===== config.mk =====
export PLATFORM = sky130hd
export DESIGN_NAME = unix_seconds_to_civil_date
export DESIGN_NICKNAME = d
export VERILOG_FILES = /design/src/ucd_pkg.sv /design/src/ucd_day_split.sv /design/src/ucd_clock_split.sv /design/src/ucd_date_calc.sv /design/src/unix_seconds_to_civil_date.sv
export SDC_FILE = /design/constraint.sdc
export NUM_CORES = 2
export LEC_CHECK = 0
export ABC_CLOCK_PERIOD_IN_PS = 23100
export BUFFER_PORTS_ARGS = -buffer_cell sky130_fd_sc_hd__buf_2
export CORE_MARGIN = 3
export CORE_UTILIZATION = 65
export DETAILED_ROUTE_END_ITERATION = 16
export GPL_ROUTABILITY_DRIVEN = 0
export PLACE_DENSITY = 0.86
export SYNTH_ARGS = -nofsm -noshare
export SYNTH_HDL_FRONTEND = slang
export SYNTH_SLANG_ARGS = --single-unit

===== constraint.sdc =====
create_clock -name clk -period 23.1 [get_ports clk]
set_input_delay 3.465 -clock clk [delete_from_list [all_inputs] [get_ports clk]]
set_output_delay 3.465 -clock clk [all_outputs]
set_load 0.02 [all_outputs]

===== src/ucd_pkg.sv =====
package ucd_pkg;

    localparam int unsigned SECS_W   = 40;
    localparam int unsigned DAYS_W   = 24;
    localparam int unsigned SOD_W    = 17;
    localparam int unsigned STAGES   = 13;

    typedef logic [SECS_W-1:0] secs_t;
    typedef logic [DAYS_W-1:0] days_t;
    typedef logic [SOD_W-1:0]  sod_t;
    typedef logic [STAGES-1:0] stage_en_t;

    typedef struct packed {
        logic [4:0] hour;
        logic [5:0] minute;
        logic [5:0] sec;
    } hms_t;

    // seconds to days: 86400 = 128 * 675, numerator split at 2^16
    localparam int unsigned DAY_DIV   = 675;
    localparam int unsigned CHUNK     = 2**16;
    localparam int unsigned CHUNK_Q   = CHUNK / DAY_DIV;
    localparam int unsigned CHUNK_R   = CHUNK % DAY_DIV;
    localparam int unsigned K_DAY     = 23;
    localparam logic [13:0] RCP_DAY   = 14'((2**K_DAY) / DAY_DIV);

    // time of day
    localparam int unsigned SEC_HOUR  = 3600;
    localparam int unsigned SEC_MIN   = 60;
    localparam int unsigned K_HOUR    = 17;
    localparam logic [5:0]  RCP_HOUR  = 6'((2**K_HOUR) / SEC_HOUR);
    localparam int unsigned K_MIN     = 12;
    localparam logic [6:0]  RCP_MIN   = 7'((2**K_MIN) / SEC_MIN);

    // julian day formula
    localparam int unsigned OFS_A     = 102032;
    localparam int unsigned CYCLE_400 = 146097;
    localparam int unsigned K_A       = 26;
    localparam logic [8:0]  RCP_A     = 9'((2**K_A) / CYCLE_400);
    localparam int unsigned OFS_A2    = 15;
    localparam int unsigned OFS_B     = 2442113;
    localparam int unsigned OFS_C     = 2442;
    localparam int unsigned DIV_C     = 7305;
    localparam int unsigned K_C       = 29;
    localparam logic [16:0] RCP_C     = 17'((2**K_C) / DIV_C);
    localparam int unsigned DIV_E     = 30601;
    localparam int unsigned K_E       = 20;
    localparam logic [5:0]  RCP_E     = 6'((2**K_E) / DIV_E);
    localparam int unsigned YEAR_LO   = 4716;
    localparam int unsigned YEAR_HI   = 4715;
    localparam int unsigned E_SPLIT   = 13;

    // 30*e + (601*e)/1000
    localparam logic [9:0] MONTH_OFS [0:15] = '{
        10'd0,   10'd30,  10'd61,  10'd91,  10'd122, 10'd153, 10'd183, 10'd214,
        10'd244, 10'd275, 10'd306, 10'd336, 10'd367, 10'd397, 10'd428, 10'd459
    };

endpackage


===== src/ucd_day_split.sv =====
module ucd_day_split (
    input  logic              clk,
    input  ucd_pkg::stage_en_t en,
    input  ucd_pkg::secs_t    secs,
    output ucd_pkg::days_t    days,
    output ucd_pkg::sod_t     sod
);

    ucd_pkg::secs_t  t0_reg;
    logic [22:0]     x1_reg, x2_reg;
    ucd_pkg::days_t  dh1_reg, dh2_reg;
    logic [6:0]      lo1_reg, lo2_reg;
    logic [13:0]     q2_reg;
    ucd_pkg::days_t  days3_reg;
    ucd_pkg::sod_t   sod3_reg;

    logic [16:0]     hi;
    logic [15:0]     lo;
    logic [22:0]     x1_next;
    ucd_pkg::days_t  dh1_next;
    logic [36:0]     prod2;
    logic [22:0]     r_raw;
    logic [13:0]     q_fix;
    logic [9:0]      r_fix;

    always_comb
    begin
        hi       = t0_reg[39:23];
        lo       = t0_reg[22:7];
        x1_next  = 23'(hi) * 23'(ucd_pkg::CHUNK_R) + 23'(lo);
        dh1_next = 24'(hi) * 24'(ucd_pkg::CHUNK_Q);
        prod2    = 37'(x1_reg) * 37'(ucd_pkg::RCP_DAY);
        r_raw    = x2_reg - 23'(q2_reg) * 23'(ucd_pkg::DAY_DIV);
        if (r_raw >= 23'(ucd_pkg::DAY_DIV))
        begin
            q_fix = q2_reg + 14'd1;
            r_fix = 10'(r_raw - 23'(ucd_pkg::DAY_DIV));
        end
        else
        begin
            q_fix = q2_reg;
            r_fix = 10'(r_raw);
        end
    end

    always_ff @(posedge clk)
    begin
        if (en[0])
        begin
            t0_reg <= secs;
        end
        if (en[1])
        begin
            x1_reg  <= x1_next;
            dh1_reg <= dh1_next;
            lo1_reg <= t0_reg[6:0];
        end
        if (en[2])
        begin
            q2_reg  <= prod2[36:23];
            x2_reg  <= x1_reg;
            dh2_reg <= dh1_reg;
            lo2_reg <= lo1_reg;
        end
        if (en[3])
        begin
            days3_reg <= dh2_reg + 24'(q_fix);
            sod3_reg  <= {r_fix, lo2_reg};
        end
    end

    assign days = days3_reg;
    assign sod  = sod3_reg;

endmodule


===== src/ucd_clock_split.sv =====
module ucd_clock_split (
    input  logic              clk,
    input  ucd_pkg::stage_en_t en,
    input  ucd_pkg::sod_t     sod,
    output ucd_pkg::hms_t     hms
);

    ucd_pkg::sod_t   sod4_reg;
    logic [4:0]      hq4_reg, hour5_reg, hour6_reg;
    logic [11:0]     rh5_reg, rh6_reg;
    logic [5:0]      mq6_reg;
    ucd_pkg::hms_t   dly_reg [7:12];

    logic [22:0]     prod4;
    logic [16:0]     rh_raw;
    logic [4:0]      hour_fix;
    logic [11:0]     rh_fix;
    logic [18:0]     prod6;
    logic [11:0]     rm_raw;
    ucd_pkg::hms_t   hms7_next;

    always_comb
    begin
        prod4  = 23'(sod) * 23'(ucd_pkg::RCP_HOUR);
        rh_raw = sod4_reg - 17'(hq4_reg) * 17'(ucd_pkg::SEC_HOUR);
        if (rh_raw >= 17'(ucd_pkg::SEC_HOUR))
        begin
            hour_fix = hq4_reg + 5'd1;
            rh_fix   = 12'(rh_raw - 17'(ucd_pkg::SEC_HOUR));
        end
        else
        begin
            hour_fix = hq4_reg;
            rh_fix   = 12'(rh_raw);
        end
        prod6  = 19'(rh5_reg) * 19'(ucd_pkg::RCP_MIN);
        rm_raw = rh6_reg - 12'(mq6_reg) * 12'(ucd_pkg::SEC_MIN);
        hms7_next.hour = hour6_reg;
        if (rm_raw >= 12'(ucd_pkg::SEC_MIN))
        begin
            hms7_next.minute = mq6_reg + 6'd1;
            hms7_next.sec    = 6'(rm_raw - 12'(ucd_pkg::SEC_MIN));
        end
        else
        begin
            hms7_next.minute = mq6_reg;
            hms7_next.sec    = 6'(rm_raw);
        end
    end

    always_ff @(posedge clk)
    begin
        if (en[4])
        begin
            sod4_reg <= sod;
            hq4_reg  <= prod4[21:17];
        end
        if (en[5])
        begin
            hour5_reg <= hour_fix;
            rh5_reg   <= rh_fix;
        end
        if (en[6])
        begin
            hour6_reg <= hour5_reg;
            rh6_reg   <= rh5_reg;
            mq6_reg   <= prod6[17:12];
        end
        if (en[7])
        begin
            dly_reg[7] <= hms7_next;
        end
        for (int i = 8; i <= 12; i++)
        begin
            if (en[i])
            begin
                dly_reg[i] <= dly_reg[i-1];
            end
        end
    end

    assign hms = dly_reg[12];

endmodule


===== src/ucd_date_calc.sv =====
module ucd_date_calc (
    input  logic              clk,
    input  ucd_pkg::stage_en_t en,
    input  ucd_pkg::days_t    days,
    output logic [15:0]       year,
    output logic [3:0]        month,
    output logic [4:0]        day
);

    logic [25:0]     na4_reg;
    logic [8:0]      qa4_reg;
    ucd_pkg::days_t  d4_reg, b5_reg, b6_reg, b7_reg;
    logic [28:0]     nc6_reg;
    logic [15:0]     qc6_reg, c7_reg, c8_reg, c9_reg, c10_reg, c11_reg;
    logic [9:0]      dd8_reg, dd9_reg, dd10_reg, dd11_reg;
    logic [19:0]     ne9_reg, ne10_reg;
    logic [5:0]      qe10_reg;
    logic [3:0]      e11_reg;
    logic [15:0]     year_reg;
    logic [3:0]      month_reg;
    logic [4:0]      day_reg;

    logic [25:0]     na;
    logic [34:0]     prod4;
    logic [26:0]     ra;
    logic [9:0]      a;
    ucd_pkg::days_t  b_next;
    logic [28:0]     nc;
    logic [45:0]     prod6;
    logic [28:0]     rc;
    logic [15:0]     c_fix;
    ucd_pkg::days_t  d_full;
    logic [25:0]     prod10;
    logic [20:0]     re;
    logic [5:0]      e_fix;

    always_comb
    begin
        na    = {days, 2'b00} + 26'(ucd_pkg::OFS_A);
        prod4 = 35'(na) * 35'(ucd_pkg::RCP_A);

        ra = 27'(na4_reg) - 27'(qa4_reg) * 27'(ucd_pkg::CYCLE_400);
        if (ra >= 27'(ucd_pkg::CYCLE_400))
        begin
            a = 10'(qa4_reg) + 10'd1 + 10'(ucd_pkg::OFS_A2);
        end
        else
        begin
            a = 10'(qa4_reg) + 10'(ucd_pkg::OFS_A2);
        end
        b_next = d4_reg + 24'(ucd_pkg::OFS_B) + 24'(a) - 24'(a >> 2);

        nc    = 29'(b5_reg) * 29'(20) - 29'(ucd_pkg::OFS_C);
        prod6 = 46'(nc) * 46'(ucd_pkg::RCP_C);

        rc = nc6_reg - 29'(qc6_reg) * 29'(ucd_pkg::DIV_C);
        if (rc >= 29'(ucd_pkg::DIV_C))
        begin
            c_fix = qc6_reg + 16'd1;
        end
        else
        begin
            c_fix = qc6_reg;
        end

        d_full = b7_reg - 24'(c7_reg) * 24'(365) - 24'(c7_reg >> 2);

        prod10 = 26'(ne9_reg) * 26'(ucd_pkg::RCP_E);
        re     = 21'(ne10_reg) - 21'(qe10_reg) * 21'(ucd_pkg::DIV_E);
        if (re >= 21'(ucd_pkg::DIV_E))
        begin
            e_fix = qe10_reg + 6'd1;
        end
        else
        begin
            e_fix = qe10_reg;
        end
    end

    always_ff @(posedge clk)
    begin
        if (en[4])
        begin
            na4_reg <= na;
            qa4_reg <= prod4[34:26];
            d4_reg  <= days;
        end
        if (en[5])
        begin
            b5_reg <= b_next;
        end
        if (en[6])
        begin
            nc6_reg <= nc;
            qc6_reg <= prod6[44:29];
            b6_reg  <= b5_reg;
        end
        if (en[7])
        begin
            c7_reg <= c_fix;
            b7_reg <= b6_reg;
        end
        if (en[8])
        begin
            dd8_reg <= d_full[9:0];
            c8_reg  <= c7_reg;
        end
        if (en[9])
        begin
            ne9_reg <= 20'(dd8_reg) * 20'(1000);
            dd9_reg <= dd8_reg;
            c9_reg  <= c8_reg;
        end
        if (en[10])
        begin
            ne10_reg <= ne9_reg;
            qe10_reg <= prod10[25:20];
            dd10_reg <= dd9_reg;
            c10_reg  <= c9_reg;
        end
        if (en[11])
        begin
            e11_reg  <= e_fix[3:0];
            dd11_reg <= dd10_reg;
            c11_reg  <= c10_reg;
        end
        if (en[12])
        begin
            if (e11_reg <= 4'(ucd_pkg::E_SPLIT))
            begin
                year_reg  <= c11_reg - 16'(ucd_pkg::YEAR_LO);
                month_reg <= e11_reg - 4'd1;
            end
            else
            begin
                year_reg  <= c11_reg - 16'(ucd_pkg::YEAR_HI);
                month_reg <= e11_reg - 4'(ucd_pkg::E_SPLIT);
            end
            day_reg <= 5'(dd11_reg - ucd_pkg::MONTH_OFS[e11_reg]);
        end
    end

    assign year  = year_reg;
    assign month = month_reg;
    assign day   = day_reg;

endmodule


===== src/unix_seconds_to_civil_date.sv =====
// channel   signals                                   transfer when
// input     in_valid, in_ready, unix_seconds          in_valid && in_ready
// output    out_valid, out_ready, year, month, day,   out_valid && out_ready
//           hour, minute, sec
//
// 13-stage pipeline, one transfer per cycle each side while out_ready is held high;
// the constant-divisor multiplies set the stage cut
// each stage holds its item until the next stage has room, bubbles collapse
// rst_n clears only the stage valid bits

module unix_seconds_to_civil_date #(
    parameter int SECONDS_WIDTH = 40
) (
    input  logic                     clk,
    input  logic                     rst_n,
    input  logic                     in_valid,
    output logic                     in_ready,
    input  logic [SECONDS_WIDTH-1:0] unix_seconds,
    output logic                     out_valid,
    input  logic                     out_ready,
    output logic [15:0]              year,
    output logic [3:0]               month,
    output logic [4:0]               day,
    output logic [4:0]               hour,
    output logic [5:0]               minute,
    output logic [5:0]               sec
);

    ucd_pkg::stage_en_t valid_reg;
    ucd_pkg::stage_en_t valid_next;
    ucd_pkg::stage_en_t en;
    ucd_pkg::secs_t     secs;
    ucd_pkg::days_t     days;
    ucd_pkg::sod_t      sod;
    ucd_pkg::hms_t      hms;

    assign secs = ucd_pkg::secs_t'(unix_seconds);

    // a stage loads when it is empty or its item moves on
    always_comb
    begin
        en[ucd_pkg::STAGES-1] = !valid_reg[ucd_pkg::STAGES-1] || out_ready;
        for (int i = ucd_pkg::STAGES - 2; i >= 0; i--)
        begin
            en[i] = !valid_reg[i] || en[i+1];
        end
        valid_next = valid_reg;
        if (en[0])
        begin
            valid_next[0] = in_valid;
        end
        for (int i = 1; i < ucd_pkg::STAGES; i++)
        begin
            if (en[i])
            begin
                valid_next[i] = valid_reg[i-1];
            end
        end
    end

    always_ff @(posedge clk or negedge rst_n)
    begin
        if (!rst_n)
        begin
            valid_reg <= '0;
        end
        else
        begin
            valid_reg <= valid_next;
        end
    end

    ucd_day_split u_day_split (
        .clk  (clk),
        .en   (en),
        .secs (secs),
        .days (days),
        .sod  (sod)
    );

    ucd_clock_split u_clock_split (
        .clk (clk),
        .en  (en),
        .sod (sod),
        .hms (hms)
    );

    ucd_date_calc u_date_calc (
        .clk   (clk),
        .en    (en),
        .days  (days),
        .year  (year),
        .month (month),
        .day   (day)
    );

    assign in_ready  = en[0];
    assign out_valid = valid_reg[ucd_pkg::STAGES-1];
    assign hour      = hms.hour;
    assign minute    = hms.minute;
    assign sec       = hms.sec;

endmodule

## Yosys cells after proc, flatten, opt, wreduce, memory -nomap -nowiden

Memory sizes are Yosys's and may differ from the RTL's.
Cells that the tools add are included.

- Flip-flop bits (word level): 600
- Word-level logic and storage cells: 163
- Bits of input ports: 44
- Output and inout port bits: 44
- Memory bits (writable): 102
- Memories kept: 2
- ROM bits: 160

Memory list:

| memory | depth | width | read ports | clocked after memory_dff | wr ports | RTL line | text |
|---|---|---|---|---|---|---|---|
| (no name shown) | 16 | 10 | 1 | 0 | 0 | ucd_date_calc.sv:139 | `day_reg <= 5'(dd11_reg - ucd_pkg::MONTH_OFS[e11_reg]);` |
| u_clock_split.dly_reg | 6 | 17 | 6 | 0 | 6 | ucd_clock_split.sv:12 | `ucd_pkg::hms_t dly_reg [7:12];` |

- Add/sub/neg operators: 31
- Bitwise logic cells: 1
- Order comparisons: 8
- Multiply operators: 17
- Muxes and demuxes: 24
- Reduce and logical (&&, ||, !) cells: 26

Operators with widths:

| operator | number |
|---|---|
| multiplier 29 x 17 -> 45 bit, second input constant | 1 |
| multiplier 23 x 14 -> 37 bit, second input constant | 1 |
| multiplier 26 x 9 -> 35 bit, second input constant | 1 |
| 2-to-1 mux 16 bit | 2 |
| subtractor 16 x 13 -> 16 bit, second input constant | 2 |
| >= comparator 29 x 13 -> 1 bit, second input constant | 1 |
| multiplier 16 x 13 -> 29 bit, second input constant | 1 |
| subtractor 29 x 12 -> 29 bit, second input constant | 1 |
| subtractor 29 bit | 1 |
| >= comparator 27 x 18 -> 1 bit, second input constant | 1 |
| multiplier 24 x 3 -> 27 bit, second input constant | 1 |
| multiplier 9 x 18 -> 27 bit, second input constant | 1 |
| subtractor 26 x 27 -> 27 bit | 1 |
| adder 26 x 17 -> 26 bit, second input constant | 1 |
| adder 24 x 10 -> 24 bit | 1 |
| adder 24 x 14 -> 24 bit | 1 |
| adder 24 x 22 -> 24 bit, second input constant | 1 |
| multiplier 17 x 7 -> 24 bit, second input constant | 1 |
| 2-to-1 mux 12 bit | 2 |
| subtractor 24 x 8 -> 24 bit | 1 |
| adder 23 x 16 -> 23 bit | 1 |
| >= comparator 23 x 10 -> 1 bit, second input constant | 1 |
| multiplier 14 x 10 -> 23 bit, second input constant | 1 |
| multiplier 17 x 6 -> 23 bit, second input constant | 1 |
| 40 further kinds | 80 |

## Logic depth before layout (Yosys ltp)

- Depth in word-level cells: 14
- Mapped depth: 42
- Mapped depth without buffers: 41

## By module

From an unflattened synthesis, not the netlist that was laid out.

- Cell total of the unflattened synthesis: 5975
- Area total of the unflattened synthesis: 68413.1 um^2

By module, submodules not included:

| module | sequential area each (um^2) | instances | area each (um^2) | cells an instance |
|---|---|---|---|---|
| ucd_date_calc | 9369.0 | 1 | 39514.1 | 3603 |
| ucd_day_split | 6095.8 | 1 | 19851.5 | 1744 |
| ucd_clock_split | 4924.7 | 1 | 8471.9 | 578 |
| unix_seconds_to_civil_date | 325.3 | 1 | 575.6 | 50 |

## Worst setup path before layout

Ideal clock, no wire load.

- Path kind: input port to output port
- Start: input port out_ready
- End: output port in_ready
- Slack: 9.833 ns
- Path buffers: 0
- Data arrival time: 9.802 ns
- Required time: 19.635 ns
- Stages: 8
- Cells stage by stage: nor2b_1 and2_1 and3_1 nand4_1 nor2_1 nand3_1 nor2_1 nand3_1

- Longest elaborated chain between the ends: 13

Ends and longest elaborated chain:

| item | RTL line | text |
|---|---|---|
| from (decl) | unix_seconds_to_civil_date.sv:20 | `input logic out_ready,` |
| logical OR 1 bit | unix_seconds_to_civil_date.sv:42 | `en[ucd_pkg::STAGES-1] = !valid_reg[ucd_pkg::STAGES-1] \|\| out_ready;` |
| logical OR 1 bit (6 in series) | unix_seconds_to_civil_date.sv:45 | `en[i] = !valid_reg[i] \|\| en[i+1];` |
| net en[6] | unix_seconds_to_civil_date.sv:31 | `ucd_pkg::stage_en_t en;` |
| logical OR 1 bit (3 in series) | unix_seconds_to_civil_date.sv:45 |  |
| net en[3] | unix_seconds_to_civil_date.sv:31 |  |
| logical OR 1 bit (3 in series) | unix_seconds_to_civil_date.sv:45 |  |
| to (decl) | unix_seconds_to_civil_date.sv:17 | `output logic in_ready,` |

The timed path passes the listed nets, and every way through them passes these cells.

## Worst setup path in the final report

- Start: register u_date_calc.qa4_reg[0]
- End: register u_date_calc.b5_reg[22], data pin

- Longest elaborated chain between the ends: 6
- Elaborated cells between the ends (all ways): 9
- Classes of those cells: 6 x add/sub; 1 x mul; 1 x order compare; 1 x mux

Ends and longest elaborated chain:

| item | RTL line | text |
|---|---|---|
| from (decl) | ucd_date_calc.sv:11 | `logic [8:0] qa4_reg;` |
| from (signal assigned) | ucd_date_calc.sv:85 | `qa4_reg <= prod4[34:26];` |
| multiplier 9 x 18 -> 27 bit | ucd_date_calc.sv:42 | `ra = 27'(na4_reg) - 27'(qa4_reg) * 27'(ucd_pkg::CYCLE_400);` |
| subtractor 26 x 27 -> 27 bit | ucd_date_calc.sv:42 |  |
| >= comparator 27 x 18 -> 1 bit | ucd_date_calc.sv:43 | `if (ra >= 27'(ucd_pkg::CYCLE_400))` |
| 2-to-1 mux 10 bit * | ucd_date_calc.sv:43 |  |
| adder 24 x 10 -> 24 bit | ucd_date_calc.sv:51 | `b_next = d4_reg + 24'(ucd_pkg::OFS_B) + 24'(a) - 24'(a >> 2);` |
| subtractor 24 x 8 -> 24 bit * | ucd_date_calc.sv:51 |  |
| net u_date_calc.b_next[22] | ucd_date_calc.sv:27 | `ucd_pkg::days_t b_next;` |
| to (signal assigned) | ucd_date_calc.sv:90 | `b5_reg <= b_next;` |
| to (decl) | ucd_date_calc.sv:12 | `ucd_pkg::days_t d4_reg, b5_reg, b6_reg, b7_reg;` |

The timed path passes the listed nets; every way through them passes the cells marked *.
A chain may end at the register's enable or synchronous reset.

==> summary.txt <==
Run status
  • Status: finished clean

Cells and area
  • Diode count: 0
  • P&R area growth vs syn: 7.028%
  • Filler Cells Inserted: 6641
  • FF+latch area: 0.02071 mm^2
  • Max reg flops: 102
  • Layout cells sized above 1: 0.04947
  • Final nets: 7872
  • Area of the multi-input gates: 0.04168 mm^2

Clock network
  • H-tree depth: 3
  • TritonCTS buffer count: 73
  • Cts repair resizes: 0
  • CTS Hold Buffers Added: 0
  • Maximum root-to-sink buffer count: 3
  • Post-CTS setup buffers: 0
  • Clock Pin Slew Worst Setup and Hold Paths: 0.06 ns
  • Clock sink count: 692
  • Skew-Pair Late Insertion Delay: 0.66 ns
  • Root Buffer: clkbuf_16
  • CTS tree: done

GRT
  • Global-route wire length before repair: 229400 um
  • GRT overflow: 0
  • Largest net degree at the start of global routing: 67
  • Vias in the first global route: 46030
  • Antenna violations before repair: 0
  • Global-route usage over all layers: 0.2674

Timing
  • Rel. slew slack: 0.2139
  • Final Critical Period: 10.96 ns
  • Final setup fails: 0
  • Crit share post-route: 0.4745
  • Highest clock rate: 91.23 MHz
  • Post-Route Setup TNS: 0 ns
  • Final max-slew violation count: 0
  • RSZ-0062 raised after global routing: no
  • Fin. Hold Viols: 0
  • Worst-Margin Slew: 1.175 ns
  • Layout Skew: 0.03625 ns

Min path
  • Min-Delay Path Depth: 0
  • Min-Delay Path Class: flop to flop
  • Hold Path Sink: u_day_split.dh2_reg[12]$_DFFE_PP_
  • HP Start: u_day_split.dh1_reg[12]$_DFFE_PP_

Synth
  • Register area share after synthesis: 0.3097
  • Post-synth top area cell: edfxtp_1
  • Post-synth net total: 7725
  • Top cell type's share of synthesized area: 0.3048
  • Synthesized instance count: 5780
  • Seq cells post-synth: 692
  • Top FF cell, synth: edfxtp_1
  • Synthesized cell area: 0.06689 mm^2
  • Post-synth top cells: ha_1, inv_1, edfxtp_1
  • Syn Area/Cell: 11.57 um^2
  • Ys Warns: 0
  • Library cells used by synthesis: 97
  • Most common cell in the netlist: ha_1
  • Largest cells by area after synthesis: edfxtp_1, ha_1, fa_1
  • EDFF count, synth: 679
  • Async SR Flop Fraction: 0.01879

Critical path
  • Crit start category: flop
  • Most frequent CP cell: fa_1
  • Slowest cell delay on critical path: 0.58 ns
  • CP max FO: 10
  • Worst R2R Path Depth: 40
  • WP data arrival: 11.36 ns
  • Worst R2R End: u_date_calc.b5_reg[22]$_DFFE_PP_
  • Worst Setup End Kind: flop
  • Setup CP Type: flop to flop
  • RR Startpoint: u_date_calc.qa4_reg[0]$_DFFE_PP_
  • Slowest CP cell: edfxtp_1
  • Critical Path RT: 23.50 ns
  • Reg2Reg Setup Slack: 12.14 ns

Route
  • Drt wl/cell: 19.01 um
  • Vias per cell: 5.827
  • ANT nets after route: 0
  • Remaining routing DRC violations: 0
  • First-pass DRT Iterations: 8
  • Final WL: 139800 um
  • Total vias in the final route: 42840
  • Initial drt markers: 2455

Die
  • Total die area: 0.1068 mm^2
  • Initial cell density of the core: 0.6565
  • Site row count: 117
  • # IOs: 88
  • Core area: 0.1019 mm^2
  • Die height: 326.8 um
  • Width of the die: 326.8 um

Flow run
  • Max_cap viols: 0

Place
  • Detailed Place HPWL: 109000 um
  • IO Port Bufs: 87
==> stage by stage <==
stage	instances	utilization	cell area, um^2	hold WS [ns]	setup slack, ns
finish	7352	0.7026	71590	0.4027	12.14
floorplan	5780	-	66890	0.4003	9.833
global route	7352	0.7026	71590	0.4093	11.39
CTS	7352	0.7026	71590	0.3942	12.22
detailed placement	7220	0.6779	69070	0.4045	12.38
global placement	7220	0.6779	69070	0.4002	12.64
==> cells by family (layout without fill, tap and decap cells) <==
family	count (synthesis)	after routing	synth area share
AO/OA/AOI/OAI	755	755	0.07492
adder cells (fa/ha/maj)	1901	1901	0.4291
multiplexers	31	31	0.005256
buffers and inverters	1186	1390	0.06769
flip-flops	692	692	0.3097
XOR/XNOR	405	405	0.05323
AND/OR/NAND/NOR	810	810	0.06012
==> worst max-delay path by stage <==
stage                                      from                                end  slack [ns]  depth (start not counted)
4_1_cts        u_date_calc.qa4_reg[0]$_DFFE_PP_   u_date_calc.b5_reg[22]$_DFFE_PP_       12.22                         40
2_1_floorplan                         out_ready                           in_ready        9.83                          8
6_report       u_date_calc.qa4_reg[0]$_DFFE_PP_   u_date_calc.b5_reg[22]$_DFFE_PP_       12.14                         40
5_1_grt        u_date_calc.qa4_reg[8]$_DFFE_PP_   u_date_calc.b5_reg[22]$_DFFE_PP_       11.39                         40
3_3_place_gp   u_date_calc.qa4_reg[0]$_DFFE_PP_   u_date_calc.b5_reg[22]$_DFFE_PP_       12.64                         40
3_5_place_dp    u_date_calc.b5_reg[0]$_DFFE_PP_  u_date_calc.qc6_reg[15]$_DFFE_PP_       12.38                         33
==> cell type report <==
class / instances / share of cell area
Multi-Input combinational cell: 3902 / 0.5822
Inverter: 1137 / 0.05961
Clock inverter: 42 / 0.008127
Tap cell: 1368 / 0.02391
Timing Repair Buffer: 121 / 0.009647
Sequential cell: 692 / 0.2893
Clock buffer: 90 / 0.02711
==> worst max-delay path: cells and delay by family, from the launching register on <==
kind	cells	cell delay, ns
simple gates	6	1.48
buf+inv	6	0.48
fa+ha+maj	10	4.04
flops	1	0.58
xor+xnor	2	0.30
mux	1	0.28
compound gates	15	3.52
==> cell usage in the layout, fill, tap and decap left out, drive strengths merged, types with 13 or more instances in the layout <==
| cell | instances |
|---|---|
| a21boi | 15 |
| xnor2 | 286 |
| edfxtp | 679 |
| dfrtp | 13 |
| o21ai | 137 |
| a21o | 90 |
| a211oi | 25 |
| nand2b | 48 |
| and2 | 14 |
| nor2 | 215 |
| nand2 | 167 |
| a21oi | 222 |
| mux2i | 16 |
| nor3 | 80 |
| o2111ai | 14 |
| nand4 | 28 |
| ha | 1246 |
| mux2 | 13 |
| nor3b | 13 |
| o21bai | 38 |
| xor2 | 118 |
| clkinv | 27 |
| a31oi | 16 |
| or2 | 13 |
| nor4 | 24 |
| o211ai | 23 |
| nor2b | 57 |
| fa | 655 |
| nand3 | 83 |
| clkbuf | 90 |
| inv | 1139 |
| o21a | 48 |
| and3 | 25 |
| buf | 121 |
==> layer usage <==
| metal | track usage | wire, um |
|---|---|---|
| met5 | 0 | 0 |
| met3 | 0.03690 | 7636 |
| met4 | 0.1174 | 6770 |
| met2 | 0.4772 | 71220 |
| met1 | 0.3233 | 54130 |
Power is left out: the tool's default activity adds up to more than one toggle a clock period on the data nets, which glitch-free logic cannot reach.
